## src/hdl/ncd_pkg.sv

```systemverilog
// Package for the nearest-car dispatcher: word kinds and fixed field widths.
// No dependencies; imported by the dispatcher top level.
`default_nettype none

package ncd_pkg;

    // Width of the cars-in-use register and of the car number fields.
    localparam int CFG_W     = 4;
    localparam int CAR_NUM_W = 3;
    localparam int OUT_W     = 8;

    // Input word kinds carried on tuser.
    localparam logic KIND_REQUEST = 1'b0;
    localparam logic KIND_STATUS  = 1'b1;

endpackage

`default_nettype wire

```

## src/hdl/nearest_car_dispatcher.sv

```systemverilog
// Nearest-car dispatcher top level: car status table, rotating scan sequencer
// and output register. Depends on ncd_pkg and ncd_ram.
`default_nettype none

//  Channel   Direction  Handshake                    Contents
//  s_axis    in         tvalid/tready                tuser kind, tdata status or request
//  m_axis    out        tvalid/tready                tuser none_available, tdata chosen_car
//  cfg       in         i_cfg_we, no wait            cars_in_use
//
//  A status word is written into the car table at the edge that accepts it;
//  the next word can follow in the following cycle.
//  A request word first places the scan start, wrapping it below the car count by
//  repeated subtraction, then reads each car in use through the single table read port
//  and the shared distance/compare unit, then loads the output register. With no cars
//  in use it skips straight to the output register.
//  Reset (synchronous, active low) clears the per-car valid bits at once, so every car
//  reads as floor 1 and not faulted until it is first reported; no clearing pass runs.
//  A result waiting on m_axis does not stop status words; a later request holds in its
//  final step until the output register is free.

module nearest_car_dispatcher
    import ncd_pkg::*;
#(
    parameter int MAX_CARS   = 8,
    parameter int FLOOR_BITS = 6
) (
    input  wire logic i_clk,
    input  wire logic i_rst_n,

    input  wire logic i_cfg_we,
    input  wire logic [CFG_W-1:0] i_cfg_wdata,   // cars_in_use

    input  wire logic s_axis_tvalid,
    output logic      s_axis_tready,
    // tdata, lowest bit up: request_floor, car_number, car_floor, car_faulted, zero fill
    input  wire logic [((2*FLOOR_BITS+CAR_NUM_W+1+7)/8)*8-1:0] s_axis_tdata,
    // tuser: kind
    input  wire logic s_axis_tuser,

    output logic      m_axis_tvalid,
    input  wire logic m_axis_tready,
    // tdata, lowest bit up: chosen_car, zero fill
    output logic [OUT_W-1:0] m_axis_tdata,
    // tuser: none_available
    output logic      m_axis_tuser
);

    localparam int CAR_W = (MAX_CARS > 1) ? $clog2(MAX_CARS) : 1;
    localparam int CNT_W = (CAR_W > CFG_W) ? CAR_W : CFG_W;
    localparam int ENT_W = FLOOR_BITS + 1;

    // Field positions in the input tdata.
    localparam int RQ_LO = 0;
    localparam int CN_LO = FLOOR_BITS;
    localparam int CF_LO = FLOOR_BITS + CAR_NUM_W;
    localparam int FT_LO = 2*FLOOR_BITS + CAR_NUM_W;

    typedef enum logic [2:0] {
        ST_IDLE,
        ST_NORM,
        ST_SCAN,
        ST_DONE
    } t_state;

    t_state r_state;

    logic [CFG_W-1:0]      r_cfg;
    logic [CFG_W-1:0]      r_n;
    logic [FLOOR_BITS-1:0] r_req_floor;
    logic [CNT_W-1:0]      r_pos;
    logic [CFG_W-1:0]      r_left;
    logic                  r_pend;
    logic [CNT_W-1:0]      r_pend_car;
    logic                  r_rd_vld;
    logic                  r_found;
    logic [CNT_W-1:0]      r_best;
    logic [FLOOR_BITS-1:0] r_best_dist;
    logic [CNT_W-1:0]      r_last;
    logic                  r_any;
    logic [MAX_CARS-1:0]   r_vld;
    logic                  r_m_valid;
    logic [CAR_NUM_W-1:0]  r_m_car;
    logic                  r_m_none;

    // Input fields.
    logic [FLOOR_BITS-1:0] in_req_floor;
    logic [CAR_NUM_W-1:0]  in_car;
    logic [FLOOR_BITS-1:0] in_car_floor;
    logic                  in_faulted;

    assign in_req_floor = s_axis_tdata[RQ_LO +: FLOOR_BITS];
    assign in_car       = s_axis_tdata[CN_LO +: CAR_NUM_W];
    assign in_car_floor = s_axis_tdata[CF_LO +: FLOOR_BITS];
    assign in_faulted   = s_axis_tdata[FT_LO];

    // Effective number of cars: the register saturated at the table depth.
    logic [CFG_W-1:0] n_cars;
    always_comb begin
        if (32'(r_cfg) > MAX_CARS) begin
            n_cars = CFG_W'(MAX_CARS);
        end else begin
            n_cars = r_cfg;
        end
    end

    logic accept;
    logic status_wr;
    assign s_axis_tready = (r_state == ST_IDLE);
    assign accept        = s_axis_tvalid && s_axis_tready;
    assign status_wr     = accept && (s_axis_tuser == KIND_STATUS)
                           && (CFG_W'(in_car) < n_cars);

    // The output register takes a new result when it is empty or being drained.
    logic out_load;
    assign out_load = (r_state == ST_DONE) && (!r_m_valid || m_axis_tready);

    logic [CAR_W-1:0] wr_addr;
    logic [CAR_W-1:0] rd_addr;
    logic             rd_en;
    logic [ENT_W-1:0] rd_data;

    assign wr_addr = CAR_W'(in_car);
    assign rd_addr = r_pos[CAR_W-1:0];
    assign rd_en   = (r_state == ST_SCAN) && (r_left != '0);

    // Each entry holds {faulted, floor}.
    ncd_ram #(
        .WIDTH(ENT_W),
        .DEPTH(MAX_CARS)
    ) u_car_table (
        .i_clk  (i_clk),
        .i_we   (status_wr),
        .i_waddr(wr_addr),
        .i_wdata({in_faulted, in_car_floor}),
        .i_re   (rd_en),
        .i_raddr(rd_addr),
        .o_rdata(rd_data)
    );

    // Shared distance and compare unit. A car that was never reported reads
    // as floor 1 and in service.
    logic [FLOOR_BITS-1:0] n_car_floor;
    logic                  n_car_fault;
    logic [FLOOR_BITS-1:0] n_dist;
    logic                  n_better;

    always_comb begin
        n_car_floor = r_rd_vld ? rd_data[FLOOR_BITS-1:0] : FLOOR_BITS'(1);
        n_car_fault = r_rd_vld ? rd_data[FLOOR_BITS] : 1'b0;
        if (n_car_floor >= r_req_floor) begin
            n_dist = n_car_floor - r_req_floor;
        end else begin
            n_dist = r_req_floor - n_car_floor;
        end
        n_better = r_pend && !n_car_fault && (!r_found || (n_dist < r_best_dist));
    end

    logic [CNT_W-1:0] n_pos_inc;
    assign n_pos_inc = r_pos + CNT_W'(1);

    always_ff @(posedge i_clk) begin
        if (!i_rst_n) begin
            r_state   <= ST_IDLE;
            r_cfg     <= CFG_W'(1);
            r_last    <= '0;
            r_any     <= 1'b0;
            r_vld     <= '0;
            r_pend    <= 1'b0;
            r_m_valid <= 1'b0;
            r_found   <= 1'b0;
            r_left    <= '0;
        end else begin
            if (i_cfg_we) begin
                r_cfg <= i_cfg_wdata;
            end
            if (out_load) begin
                r_m_valid <= 1'b1;
            end else if (m_axis_tready) begin
                r_m_valid <= 1'b0;
            end
            if (status_wr) begin
                r_vld[wr_addr] <= 1'b1;
            end

            case (r_state)
                ST_IDLE: begin
                    if (accept && (s_axis_tuser == KIND_REQUEST)) begin
                        r_req_floor <= in_req_floor;
                        r_n         <= n_cars;
                        r_found     <= 1'b0;
                        r_pend      <= 1'b0;
                        r_pos       <= r_any ? (r_last + CNT_W'(1)) : '0;
                        if (n_cars == '0) begin
                            r_state <= ST_DONE;
                        end else begin
                            r_state <= ST_NORM;
                        end
                    end
                end

                ST_NORM: begin
                    // Bring the start point below the car count by repeated subtraction.
                    if (r_pos >= CNT_W'(r_n)) begin
                        r_pos <= r_pos - CNT_W'(r_n);
                    end else begin
                        r_left  <= r_n;
                        r_state <= ST_SCAN;
                    end
                end

                ST_SCAN: begin
                    if (n_better) begin
                        r_found     <= 1'b1;
                        r_best      <= r_pend_car;
                        r_best_dist <= n_dist;
                    end
                    if (r_left != '0) begin
                        r_rd_vld   <= r_vld[rd_addr];
                        r_pend_car <= r_pos;
                        r_pend     <= 1'b1;
                        r_left     <= r_left - CFG_W'(1);
                        r_pos      <= (n_pos_inc == CNT_W'(r_n)) ? '0 : n_pos_inc;
                    end else begin
                        r_pend <= 1'b0;
                        if (r_pend) begin
                            r_state <= ST_DONE;
                        end
                    end
                end

                ST_DONE: begin
                    if (out_load) begin
                        r_m_none  <= !r_found;
                        r_m_car   <= r_found ? r_best[CAR_NUM_W-1:0] : '0;
                        if (r_found) begin
                            r_last <= r_best;
                            r_any  <= 1'b1;
                        end
                        r_state <= ST_IDLE;
                    end
                end

                default: begin
                    r_state <= ST_IDLE;
                end
            endcase
        end
    end

    assign m_axis_tvalid = r_m_valid;
    assign m_axis_tdata  = {{(OUT_W-CAR_NUM_W){1'b0}}, r_m_car};
    assign m_axis_tuser  = r_m_none;

    // The scan never addresses a car outside the count taken at the request.
    a_pos_in_range: assert property (@(posedge i_clk) disable iff (!i_rst_n)
        (r_state == ST_SCAN) |-> (r_pos < CNT_W'(r_n)))
        else $error("scan position beyond car count");

    // A status word never moves the rotation point.
    a_status_keeps_last: assert property (@(posedge i_clk) disable iff (!i_rst_n)
        (accept && (s_axis_tuser == KIND_STATUS)) |=> $stable(r_last) && $stable(r_any))
        else $error("status word changed rotation point");

    // A result flagged as having no car carries car zero.
    a_none_car_zero: assert property (@(posedge i_clk) disable iff (!i_rst_n)
        (m_axis_tvalid && m_axis_tuser) |-> (m_axis_tdata == '0))
        else $error("no-car result with nonzero car");

    // Every issued read counts down the cars left to scan.
    a_left_counts: assert property (@(posedge i_clk) disable iff (!i_rst_n)
        (r_state == ST_SCAN && r_left != '0) |=> (r_left == $past(r_left) - CFG_W'(1)))
        else $error("scan counter skipped");

    // A chosen car is always below the car count of its request.
    a_best_in_range: assert property (@(posedge i_clk) disable iff (!i_rst_n)
        (r_state == ST_DONE && r_found) |-> (r_best < CNT_W'(r_n)))
        else $error("chosen car out of range");

endmodule

`default_nettype wire

```

## src/hdl/ncd_ram.sv

```systemverilog
// Generic single-write, single-read RAM with a registered read port.
// No dependencies.
`default_nettype none

module ncd_ram #(
    parameter int WIDTH = 8,
    parameter int DEPTH = 8
) (
    input  wire logic                                     i_clk,
    input  wire logic                                     i_we,
    input  wire logic [((DEPTH > 1) ? $clog2(DEPTH) : 1)-1:0] i_waddr,
    input  wire logic [WIDTH-1:0]                         i_wdata,
    input  wire logic                                     i_re,
    input  wire logic [((DEPTH > 1) ? $clog2(DEPTH) : 1)-1:0] i_raddr,
    output logic      [WIDTH-1:0]                         o_rdata
);

    logic [WIDTH-1:0] r_mem [DEPTH];

    always_ff @(posedge i_clk) begin
        if (i_we) begin
            r_mem[i_waddr] <= i_wdata;
        end
        if (i_re) begin
            o_rdata <= r_mem[i_raddr];
        end
    end

endmodule

`default_nettype wire
```

## config.mk

```make
export PLATFORM = sky130hd
export DESIGN_NAME = nearest_car_dispatcher
export DESIGN_NICKNAME = d
export VERILOG_FILES = /design/src/hdl/ncd_pkg.sv /design/src/hdl/nearest_car_dispatcher.sv /design/src/hdl/ncd_ram.sv
export SDC_FILE = /design/constraint.sdc
export NUM_CORES = 1
export LEC_CHECK = 0
export BUFFER_PORTS_ARGS = -buffer_cell sky130_fd_sc_hd__buf_2
export CORE_AREA = 8 8 149 151
export DETAILED_ROUTE_END_ITERATION = 16
export DIE_AREA = 0 0 157 159
export SYNTH_ARGS = -nofsm -noshare
export SYNTH_HDL_FRONTEND = slang
export SYNTH_SLANG_ARGS = --single-unit
```

## constraint.sdc

```tcl
create_clock -name i_clk -period 5.5 [get_ports i_clk]
set_clock_uncertainty 0.2 [all_clocks]
set_input_delay 0.55 -clock i_clk [delete_from_list [all_inputs] [get_ports i_clk]]
set_output_delay 0.55 -clock i_clk [all_outputs]
set_load 0.1 [all_outputs]
```

==> impl_results.md, run 1 <==
- Die W: ~160 um
- Synth Cell Area: 5799 sq um
- Final RePlAce weighted congestion: 0.7582
- Placed cell areas: ~6200 sq um
- Io pins: 37
- Status: completed
- DR vias: between 3000 and 4000
- H-tree Lvls: 4
- Lkg Pwr: between 2 and 3 nW
- Most frequent cells in the layout: 96 x edfxtp_1, 38 x inv_1, 31 x buf_2
- Placed cell count: approximately 700
- Reg2Reg Setup Slack: 1.08 ns
- CTS Buf Count: 17
- Post-synthesis sequential area ratio: about three fifths
- Setup ws final: around 1.1 ns
- Max-Cap Viols: 0
- Fraction of layout cells with a size suffix above 1: 18.97%
- Setup TNS: 0 ns
- Worst VDD drop: ~0.00025 V
- Sw power: 0.8686 mW
- CTS root buf: clkbuf_16
- Syn avg cell area: around 14 sq um
- Detailed-route wire length: 10.90 mm
- Yosys warns: 0
- R2r endpoint: r_best_dist[0]
- Die Span Y: 159 um
- Final period utilization: about four fifths
- Initial Util: roughly 29%
- Final Non-Filler Cells: between 700 and 800
- Synth cell types: 54
- Power per cell area: approximately 400 nW/um^2
- Core ar.: a little under 20000 sq um
- Worst-margin pin slew: approximately 1.0 ns
- Hold Crit Endpoint: r_req_floor[1]
- Nets@finish: approximately 500
- Ys flop type: edfxtp_1
- Post-DR wirelength/cell: 14.85 um
- DRC Markers: 0
- Gr ovfl total: 0
- Worst r2r path cells: 13
- Sw Share: between 30% and 40%
- IO Port Bufs: 31
- Post-cts sizing count: 0
- First-pass GRT wire length: roughly 18 mm
- Worst slack, placed: between 1 and 1.5 ns
- ANT cells: 0
- Sequential share of power: 40.1%
- Leading cell type in the layout, fill and taps excluded: edfxtp_1
- Clk sinks: about 120
- Max_slew headroom: a little under a third
- Crit. End Element: flip-flop
- Worst Setup Start Kind: flip-flop
- Worst EP arrival: roughly 4.3 ns
- Row count: 52
- Hold Buf Count CTS: 0
- HP Class: in -> reg
- Dpl hpwl: between 7 and 8 mm
- Fmax: ~0.23 GHz
- Finished Cell Area: approximately 6800 sq um
- Area delta synth->final: 16.89%
- Hold Path Stages: 1
- Int Pwr: 1.926 mW
- Post-synthesis cell count: approximately 420
- Largest net degree at the start of global routing: 22
- Worst-skew pair later-pin latency: slightly above 0.4 ns
- Combinational fraction of design power: 21.9%
- CTS max path bufs: 2
- RSZ-0062 raised after global routing: no
- Detailed router's first-iteration violation count: around 280
- Fraction of registers with async set/reset: 0%
- Clock slew at reported path FFs: around 0.060 ns
- Final slew viol count: 0
- Clock power share: a little under two fifths
- DRT antenna net count: 0
- Req. time, crit path: between 5 and 6 ns
- GRT Total Usage: 9.162%
- Final Hold Slack: roughly 0.12 ns
- WS Path Type: reg -> reg
- TritonCTS clock tree: built
- Post-CTS Setup Inserts: 0
- Final setup viols: 0
- Vias per cell: roughly 4.6
- Min Tclk post-route: between 4 and 5 ns
- Post-synth EDFFs: 96
- Yosys reg bits: between 100 and 150
- Crit Path Max Fanout: 10
- Initial DRT Pass Iterations: 4
- Die area: 24960 sq um
- Fin. Hold Viols: 0
- Initial antenna violation count: 0
- Hold path start: s_axis_tdata[1]
- Reg2Reg Launch Point: r_rd_vld
- Vias in the first global route: 3464
==> registers in the layout, summed over array words and instances (netlist names), 6 cells and up <==
name                 cells
u_car_table.r_mem       56
r_vld                    8
u_car_table.o_rdata      7
r_best_dist              6
r_req_floor              6
==> cells by family (layout without fill, tap and decap cells) <==
kind of cell | Yosys count | in the layout | synth area share, %
adder cells (fa/ha/maj) | 32 | 32 | 7.292
multiplexers | 42 | 42 | 11.35
XOR/XNOR | 12 | 12 | 2.050
buffers and inverters | 62 | 105 | 4.725
AND/OR/NAND/NOR | 87 | 87 | 8.155
AO/OA/AOI/OAI | 59 | 59 | 7.681
other | 1 | 5 | 0.06466
flip-flops | 122 | 122 | 58.68
==> layer usage <==
metal  wire length [um]  track usage (%)  vias up
met4                128            3.802        0
met1               4790            10.76     1650
li1                   -                -     1618
met5                  0                0        -
met2               5575            15.36       66
met3                406            2.606       12
==> synth_stat cells (6+ instances only) <==
cell	instances	area share, %
nand3_1	7	0.60
xor2_1	6	0.91
mux4_2	9	3.5
and2_1	9	0.97
nor2_1	21	1.4
a32o_1	8	1.4
inv_1	38	2.5
o21ai_0	8	0.69
mux2_2	9	1.7
nand2b_1	8	0.86
dfxtp_1	26	9.0
and3_1	6	0.65
mux4_1	7	3.2
nand2_1	13	0.84
nor2b_1	6	0.65
a21oi_1	15	1.3
buf_4	8	1.0
mux2i_1	17	2.9
ha_1	29	6.3
clkbuf_1	11	0.71
edfxtp_1	96	50
==> worst max-delay path by stage <==
stage              from        endpoint  slack (ns)
2_1_floorplan  r_rd_vld       r_best[0]        1.61
3_3_place_gp   r_rd_vld       r_best[0]        1.25
3_5_place_dp   r_rd_vld       r_best[3]        1.05
4_1_cts        r_rd_vld  r_best_dist[4]        1.04
5_1_grt        r_rd_vld       r_best[1]        0.77
6_report       r_rd_vld  r_best_dist[0]        1.08
==> per-stage QoR <==
step | power (mW) | util [%]
after floorplan | 1.627 | -
after global placement | 1.734 | 31.25
after detailed placement | 1.756 | 31.25
after CTS | 2.823 | 34.16
after global routing | 2.930 | 34.16
final | 2.795 | 34.16
==> power groups by stage <==
| stage | clock network (mW) | registers [mW] | logic, mW |
|---|---|---|---|
| final | 1.06 | 1.12 | 0.613 |
| after global routing | 1.13 | 1.13 | 0.675 |
| after CTS | 1.08 | 1.12 | 0.617 |
| after detailed placement | 0 | 1.14 | 0.614 |
| after global placement | 0 | 1.14 | 0.595 |
| after floorplan | 0 | 1.12 | 0.510 |
==> critical path: stages (launching register included) <==
cell,delay [ns]
edfxtp_1,0.45
nor2b_1,0.21
ha_1,0.19
inv_1,0.06
fa_1,0.40
a21o_1,0.17
a21oi_1,0.19
a31o_1,0.33
mux2_2,0.39
ha_1,0.27
a21o_1,0.15
a21oi_1,0.13
o21ai_0,0.11
a31oi_1,0.79
==> cell type report <==
class                      instances  area (sq um)
fill                            1910         13070
sequential                       122          3403
multi-input combinational        237          2137
clock buffer                      17         425.4
tap                              270         337.8
timing repair buffer              34         177.7
clock inverter                    15         151.4
inverter                          39         146.4
No activity file was read; power rests on OpenSTA's default activity.
==> inputs of run 2 (changes only) <==
Settings changed: ABC_AREA set to 1, CORE_AREA 8 8 149 151 to 8 8 152 154, DIE_AREA 0 0 157 159 to 0 0 160 162.
Clock period 5.5 ns to 4.04 ns, I/O delays scaled along.
==> run 2 against run 1 <==
  * Critical path depth increased by 7
  * Register-to-register slack worse by 0.38 ns
  * Sequential power up 39%
  * Combinational power increased by 99%
  * Clock-buffer cell count increased by 1
  * Highest routed layer is now met5
==> impl_results.md, run 2 <==
- Status: completed
- Sequential share of power: 36.9% (-3.2 points)
- Final Hold Slack: 0.01998 ns (-0.09592 ns)
- Die Span Y: 162 um (+1.9%)
- Syn avg cell area: 9.575 sq um (-31%)
- Final RePlAce weighted congestion: 0.7889 (+4.0%)
- Vias per cell: 4.363 (-4.3%)
- Die area: 25920 sq um (+3.8%)
- Initial antenna violation count: 1 (+1)
- Fin. Hold Viols: 0 (unchanged)
- Worst path max stage delay: 0.45 ns (-0.34 ns)
- RSZ-0062 raised after global routing: no
- WP buf/inv: 6 (+5)
- Clk sinks: 122 (unchanged)
- Sw Share: 35.20% (+4.1 points)
- Hold Path Stages: 1 (unchanged)
- Die W: 160 um (+1.9%)
- Fmax: 0.2992 GHz (+32%)
- Ys flop type: edfxtp_1
- Row count: 53 (+1.9%)
- Worst path most repeated cell: nand2_1
- Fraction of layout cells with a size suffix above 1: 13.83% (-5.1 points)
- Area delta synth->final: 16.61%
- HP Class: in -> reg
- Max FFs per register: 56 (unchanged)
- Initial Util: 29.34% (+0.12 points)
- Worst-skew pair later-pin latency: 0.41 ns (about the same)
- WS Path Type: reg -> reg
- Largest net degree at the start of global routing: 38 (+73%)
- Post-cts sizing count: 0 (unchanged)
- CTS Buf Count: 17 (unchanged)
- Max-Cap Viols: 0 (unchanged)
- Crit Path Max Fanout: 10 (unchanged)
- Hold path start: s_axis_tdata[0]
- Largest cells by area after synthesis: edfxtp_1 47%, dfxtp_1 8.6%, nand2_1 8.0%
- Core ar.: 20690 sq um (+4.3%)
- First-pass GRT wire length: 21.00 mm (+18%)
- CTS max path bufs: 2 (unchanged)
- Gr ovfl total: 0 (unchanged)
- Yosys top cell by area: edfxtp_1
- Combinational fraction of design power: 28.8% (+6.9 points)
- Worst r2r path cells: 20 (+7)
- Worst VDD drop: 0.0003364 V (+33%)
- R2r endpoint: r_best_dist[5]
- Vias in the first global route: 4196 (+21%)
- Reg2Reg Launch Point: r_rd_vld
- Min Tclk post-route: 3.342 ns (-1.082 ns)
- Synth Cell Area: 6071 sq um (+4.7%)
- Critical path origin: r_rd_vld
- Synth cell types: 40 (-26%)
- Worst-margin pin slew: 0.9846 ns (-0.05082 ns)
- Clock power share: 34.4% (-3.6 points)
- Largest delay contributor family on the critical path: simple AND/OR/NAND/NOR gates
- Final slew viol count: 0 (unchanged)
- TritonCTS clock tree: built
- Power per cell area: 597.4 nW/um^2 (+45%)
- Biggest register: u_car_table.r_mem
- Setup TNS: 0 ns (unchanged)
- Post-DR wirelength/cell: 13.11 um (-12%)
- Lkg Pwr: 3.006 nW (+15%)
- Detailed-route wire length: 12.62 mm (+16%)
- Final period utilization: 82.72% (+2.3 points)
- Fraction of registers with async set/reset: 0% (unchanged)
- H-tree Lvls: 4 (unchanged)
- Worst Setup Start Kind: flip-flop
- Most common cell in the netlist: nand2_1
- Post-synth EDFFs: 96 (unchanged)
- Leading cell type in the layout, fill and taps excluded: nand2_1
- Setup ws final: 0.6980 ns (-0.3784 ns)
- Nets@finish: 732 (+44%)
- Fillcell total: 2115 (+11%)
- Share of the synthesized area in the top cell type: 47.49% (-2.2 points)
- Yosys reg bits: 122 (unchanged)
- CTS root buf: clkbuf_16
- Biggest regs: u_car_table.r_mem (56), r_vld (8), u_car_table.o_rdata (7)
- Post-synthesis sequential area ratio: 56.06% (-2.6 points)
- DR vias: 4197 (+25%)
- Most frequent cells in the layout: 129 x nand2_1, 96 x edfxtp_1, 90 x inv_1
- Reg2Reg Setup Slack: 0.70 ns (-0.38 ns)
- Max_slew headroom: 34.12% (+3.5 points)
- Slowest cell on crit path: edfxtp_1
- Crit. End Element: flip-flop
- Io pins: 37 (unchanged)
- ANT cells: 0 (unchanged)
- Sw power: 1.489 mW (+71%)
- Req. time, crit path: 3.95 ns (-1.38 ns)
- Detailed router's first-iteration violation count: 200 (-27%)
- DRC Markers: 0 (unchanged)
- IO Port Bufs: 31 (unchanged)
- Crit-path cells: inv_1, nor2_1, ha_1, inv_1, fa_1, nand3_1, nand3_2, inv_1, nand2_1, nand2_1, inv_1, ha_1, nand2_1, inv_1, a21oi_1, nand2_1, nand2_1, nand2_1, nor2_1, buf_4
- Initial DRT Pass Iterations: 7 (+3)
- Post-synth top cells: 129 x nand2_1, 96 x edfxtp_1, 90 x inv_1, 68 x nor2_1, 48 x o21ai_0
- Int Pwr: 2.740 mW (+42%)
- Yosys warns: 0 (unchanged)
- Hold Crit Endpoint: r_req_floor[0]
- Post-synthesis cell count: 634 (+52%)
- Power Total: 4.229 mW (+51%)
- Final setup viols: 0 (unchanged)
- Dpl hpwl: 8.871 mm (+13%)
- Post-CTS Setup Inserts: 0 (unchanged)
- Worst EP arrival: 3.26 ns (-0.99 ns)
- Clock slew at reported path FFs: 0.06 ns (about the same)
- DRT antenna net count: 0 (unchanged)
- Worst slack, placed: 0.6801 ns (-0.3707 ns)
- GRT Total Usage: 10.06% (+0.90 points)
## run 2: cell count changes after synthesis, sizes merged, moves of 8 or more
cell    before  now
nand2b       8    0
o21ai        9   50
nor2        21   69
a32o         8    0
nand3        7   18
mux2i       17    0
and2         9    1
a21oi       15   32
inv         38   94
o22ai        0   15
mux2         9    0
nand2       13  140
mux4        16    0
## run 2: repair_timing
item                       CTS  global route
hold buffers                 6             0
setup endpoints to repair    0             0
hold endpoints to repair     6             0
## run 2: final cells by class
type	count	area, sq um	share of cell area (%)
flip-flops and latches	122	3403	48.07
multi-input cells	397	2167	30.61
clock buffers	18	429.2	6.062
inverters	95	356.6	5.037
well taps	275	344.1	4.860
repair buffers	41	245.2	3.464
clock inverters	14	133.9	1.891
## run 2: metrics by stage
step	area, sq um	std cells	util, %
final	7079	962	34.22
after global routing	7079	962	34.22
after CTS	7079	962	34.22
after detailed placement	6456	924	31.20
after global placement	6456	924	31.20
after floorplan	6086	638	-
## run 2: worst register-to-register path, delay by kind of cell, from the launching register on
kind,cells,cell delay (ns)
buf+inv,6,0.53
fa+ha+maj,3,0.87
flops,1,0.45
compound gates,1,0.13
simple gates,10,0.88
## run 2: power by group through the flow
stage | Combinational [mW] | Sequential (mW) | Clock [mW]
after floorplan | 0.952 | 1.58 | 0
after detailed placement | 1.22 | 1.58 | 0
final | 1.22 | 1.56 | 1.45
after global routing | 1.39 | 1.57 | 1.54
after global placement | 1.20 | 1.59 | 0
after CTS | 1.23 | 1.56 | 1.48
## run 2: logic make-up (layout without fill, tap and decap cells)
logic type      after synthesis  count (layout)  share of synthesized area [%]
simple gates                244             244                          17.04
flops                       122             122                          56.06
buf+inv                     119             168                          8.491
compound gates              104             104                          9.646
fa+ha+maj                    32              32                          6.966
xor+xnor                     12              12                          1.731
other cells                   1               5                        0.06177
## run 2: how the worst max path moves through the flow
stage | endpoint | cells after the start
global placement | r_best_dist[5] | 20
detailed placement | r_best_dist[5] | 20
finish | r_best_dist[5] | 20
CTS | r_best_dist[5] | 20
global route | r_best_dist[4] | 20
floorplan | r_best[0] | 19
## run 2: metal layers
layer / vias to the layer above / global-route usage [%] / share of wire [%]
met4: 2 / 2.804 / 0.60
met2: 57 / 16.70 / 48
met1: 1970 / 12.43 / 47
li1: 2158 / - / -
met5: - / 0 / 0.079
met3: 10 / 3.113 / 3.6
==> inputs of run 3 (changes only) <==
Clock period 4.04 ns to 2.9 ns, I/O delays scaled along.
==> run 3 against run 2 <==
  * First-iteration DRC count up 7.5%
  * Clock power increased by 39%
  * Via count increased by 2.2%
  * Critical endpoint is now r_best[0]
  * Non-clock buffer count grew 41
  * The flow now finishes with violations (negative setup slack)
  * Cell area grew 8.1%
  * Critical path depth unchanged
  * Cell count grew 4.3%
  * Global-route usage grew 0.38 points
  * Worst setup slack got worse by 1.0 ns
  * Combinational power is 61% higher
==> impl_results.md, run 3 (synthesis gave the netlist of run 2 again) <==
- Final setup viols: 11 (+11)
- Max_slew headroom: 56.77% (+23 points)
- Crit-path cells: inv_2, nor2_4, ha_4, inv_2, fa_2, nand3_2, nand3_4, inv_4, nand2_1, nand2_1, inv_2, ha_4, nand2_2, nand2_2, a21oi_2, nand2_1, nand2_1, nand2_2, nor2_4, clkbuf_16
- Vias in the first global route: 4285 (+2.1%)
- IO Port Bufs: 31 (unchanged)
- Hold Path Stages: 4 (+3)
- Max FFs per register: 56 (unchanged)
- Area delta synth->final: 26.09%
- Crit. End Element: flip-flop
- Detailed router's first-iteration violation count: 215 (+7.5%)
- Reg2Reg Setup Slack: -0.31 ns (-1.01 ns)
- CTS root buf: clkbuf_16
- HP Class: in -> reg
- Power Total: 6.153 mW (+46%)
- Min Tclk post-route: 3.214 ns (-0.1276 ns)
- Core ar.: 20690 sq um (unchanged)
- ANT cells: 0 (unchanged)
- H-tree Lvls: 4 (unchanged)
- Worst path max stage delay: 0.51 ns (+0.06 ns)
- R2r endpoint: r_best[0]
- Placed cell count: 945 (+2.3%)
- Dpl hpwl: 8.976 mm (+1.2%)
- DRT antenna net count: 0 (unchanged)
- Final RePlAce weighted congestion: 0.7978 (+1.1%)
- First-pass GRT wire length: 21.51 mm (+2.4%)
- Initial DRT Pass Iterations: 4 (-3)
- Fin. Hold Viols: 0 (unchanged)
- Critical path origin: r_rd_vld
- Slowest cell on crit path: edfxtp_1
- Fraction of layout cells with a size suffix above 1: 21.70% (+7.9 points)
- Critical Path End: r_best[0]
- Leading cell type in the layout, fill and taps excluded: nand2_1
- Most frequent cells in the layout: 118 x nand2_1, 96 x edfxtp_1, 80 x inv_1
- Clock slew at reported path FFs: 0.06 ns (about the same)
- Failing checks: negative setup slack
- Worst-skew pair later-pin latency: 0.42 ns (about the same)
- Biggest regs: u_car_table.r_mem (56), r_vld (8), u_car_table.o_rdata (7)
- Die W: 160 um (unchanged)
- Final slew viol count: 0 (unchanged)
- Final period utilization: 110.8% (+28 points)
- Setup ws final: -0.3144 ns (-1.012 ns)
- Final Hold Slack: 0.04922 ns (+0.02925 ns)
- Worst path most repeated cell: nand2_1
- Setup TNS: -3.083 ns (-3.083 ns)
- Final Util: 37.00% (+2.8 points)
- Row count: 53 (unchanged)
- Power per cell area: 803.9 nW/um^2 (+35%)
- Worst Setup Start Kind: flip-flop
- Req. time, crit path: 2.83 ns (-1.12 ns)
- Worst EP arrival: 3.14 ns (-0.12 ns)
- Clk sinks: 122 (unchanged)
- Initial antenna violation count: 0 (-1)
- DRC Markers: 0 (unchanged)
- DR vias: 4288 (+2.2%)
- Vias per cell: 4.275 (-2.0%)
- Final Non-Filler Cells: 1003 (+4.3%)
- Crit Path Max Fanout: 7 (-3)
- Initial Util: 29.34% (unchanged)
- Fmax: 0.3111 GHz (+4.0%)
- Worst slack, placed: -0.4142 ns (-1.094 ns)
- Placed cell areas: 6648 sq um (+3.0%)
- Die Span Y: 162 um (unchanged)
- CTS Buf Count: 17 (unchanged)
- Finished Cell Area: 7655 sq um (+8.1%)
- RSZ-0062 raised after global routing: yes
- Detailed-route wire length: 13.22 mm (+4.8%)
- WS Path Type: reg -> reg
- Post-DR wirelength/cell: 13.18 um (+0.47%)
- Nets@finish: 773 (+5.6%)
- Worst r2r path cells: 20 (unchanged)
- Worst VDD drop: 0.0004664 V (+39%)
- Lkg Pwr: 3.195 nW (+6.3%)
- TritonCTS clock tree: built
- Max-Cap Viols: 0 (unchanged)
- Worst-margin pin slew: 0.6477 ns (-0.3370 ns)
- CTS max path bufs: 2 (unchanged)
- GRT Total Usage: 10.45% (+0.38 points)
- Status: finished, violations left
- Fillcell total: 2085 (-1.4%)
- Reg2Reg Launch Point: r_rd_vld
- Gr ovfl total: 0 (unchanged)
- Die area: 25920 sq um (unchanged)
- Largest net degree at the start of global routing: 38 (unchanged)
- Io pins: 37 (unchanged)
- Biggest register: u_car_table.r_mem
==> run 3: changes by cell type in the layout (fill, tap and decap cells not counted), moves of 4 or more <==
| cell | previous run | this run |
|---|---|---|
| buf_4 | 4 | 27 |
| dlygate4sd3_1 | 6 | 21 |
| nand2_1 | 129 | 118 |
| inv_1 | 90 | 80 |
| nand2_2 | 11 | 21 |
| ha_1 | 29 | 20 |
| inv_2 | 4 | 13 |
| ha_4 | 0 | 8 |
| inv_6 | 6 | 2 |
| nor2_1 | 68 | 64 |
==> run 3: how the worst min path moves through the flow <==
stage | startpoint | slack [ns] | end
floorplan | s_axis_tdata[0] | 0.19 | r_req_floor[0]
global placement | r_pend_car[3] | 0.21 | r_best[3]
detailed placement | r_pend_car[2] | 0.21 | r_best[2]
CTS | i_cfg_we | 0.04 | r_cfg[0]
global route | i_cfg_we | 0.07 | r_cfg[3]
finish | i_cfg_we | 0.05 | r_cfg[0]
==> run 3: power breakdown <==
| group | internal, mW | leakage (nW) | switching [mW] |
|---|---|---|---|
| combinational | 0.720 | 1.85 | 1.25 |
| clock | 1.26 | 0.263 | 0.754 |
| sequential | 2.08 | 1.08 | 0.0896 |
| total | 4.06 | 3.19 | 2.10 |
==> run 3: cell type report <==
cell class	instances	area, sq um	share of cell area [%]
flip-flops and latches	122	3403	44.46
multi-input cells	397	2362	30.86
repair buffers	82	624.3	8.156
clock buffers	21	440.4	5.754
inverters	95	359.1	4.691
well taps	275	344.1	4.495
clock inverters	11	121.4	1.585
==> run 3: worst max-delay path, delay by kind of cell, from the launching register on <==
kind | cells | cell delay (ns)
AND/OR/NAND/NOR | 11 | 0.94
adder cells (fa/ha/maj) | 3 | 0.74
flip-flops | 1 | 0.51
buffers and inverters | 5 | 0.43
AO/OA/AOI/OAI | 1 | 0.13
==> run 3: repair_timing <==
item | 4_1_cts | 5_1_grt
pin swaps | 2 | 18
endpoints found under the setup margin | 11 | 11
hold endpoints to repair | 69 | 0
setup buffers | 3 | 1
hold buffers | 21 | 0
gates cloned | 0 | 1
resized for setup | 6 | 34
==> run 3: routing by layer <==
metal	wire length, um	GRT usage [%]	up-vias
met5	0	0	-
met4	176	5.055	0
met3	461	2.911	10
met2	6226	16.41	79
met1	6351	13.07	1959
li1	-	-	2240
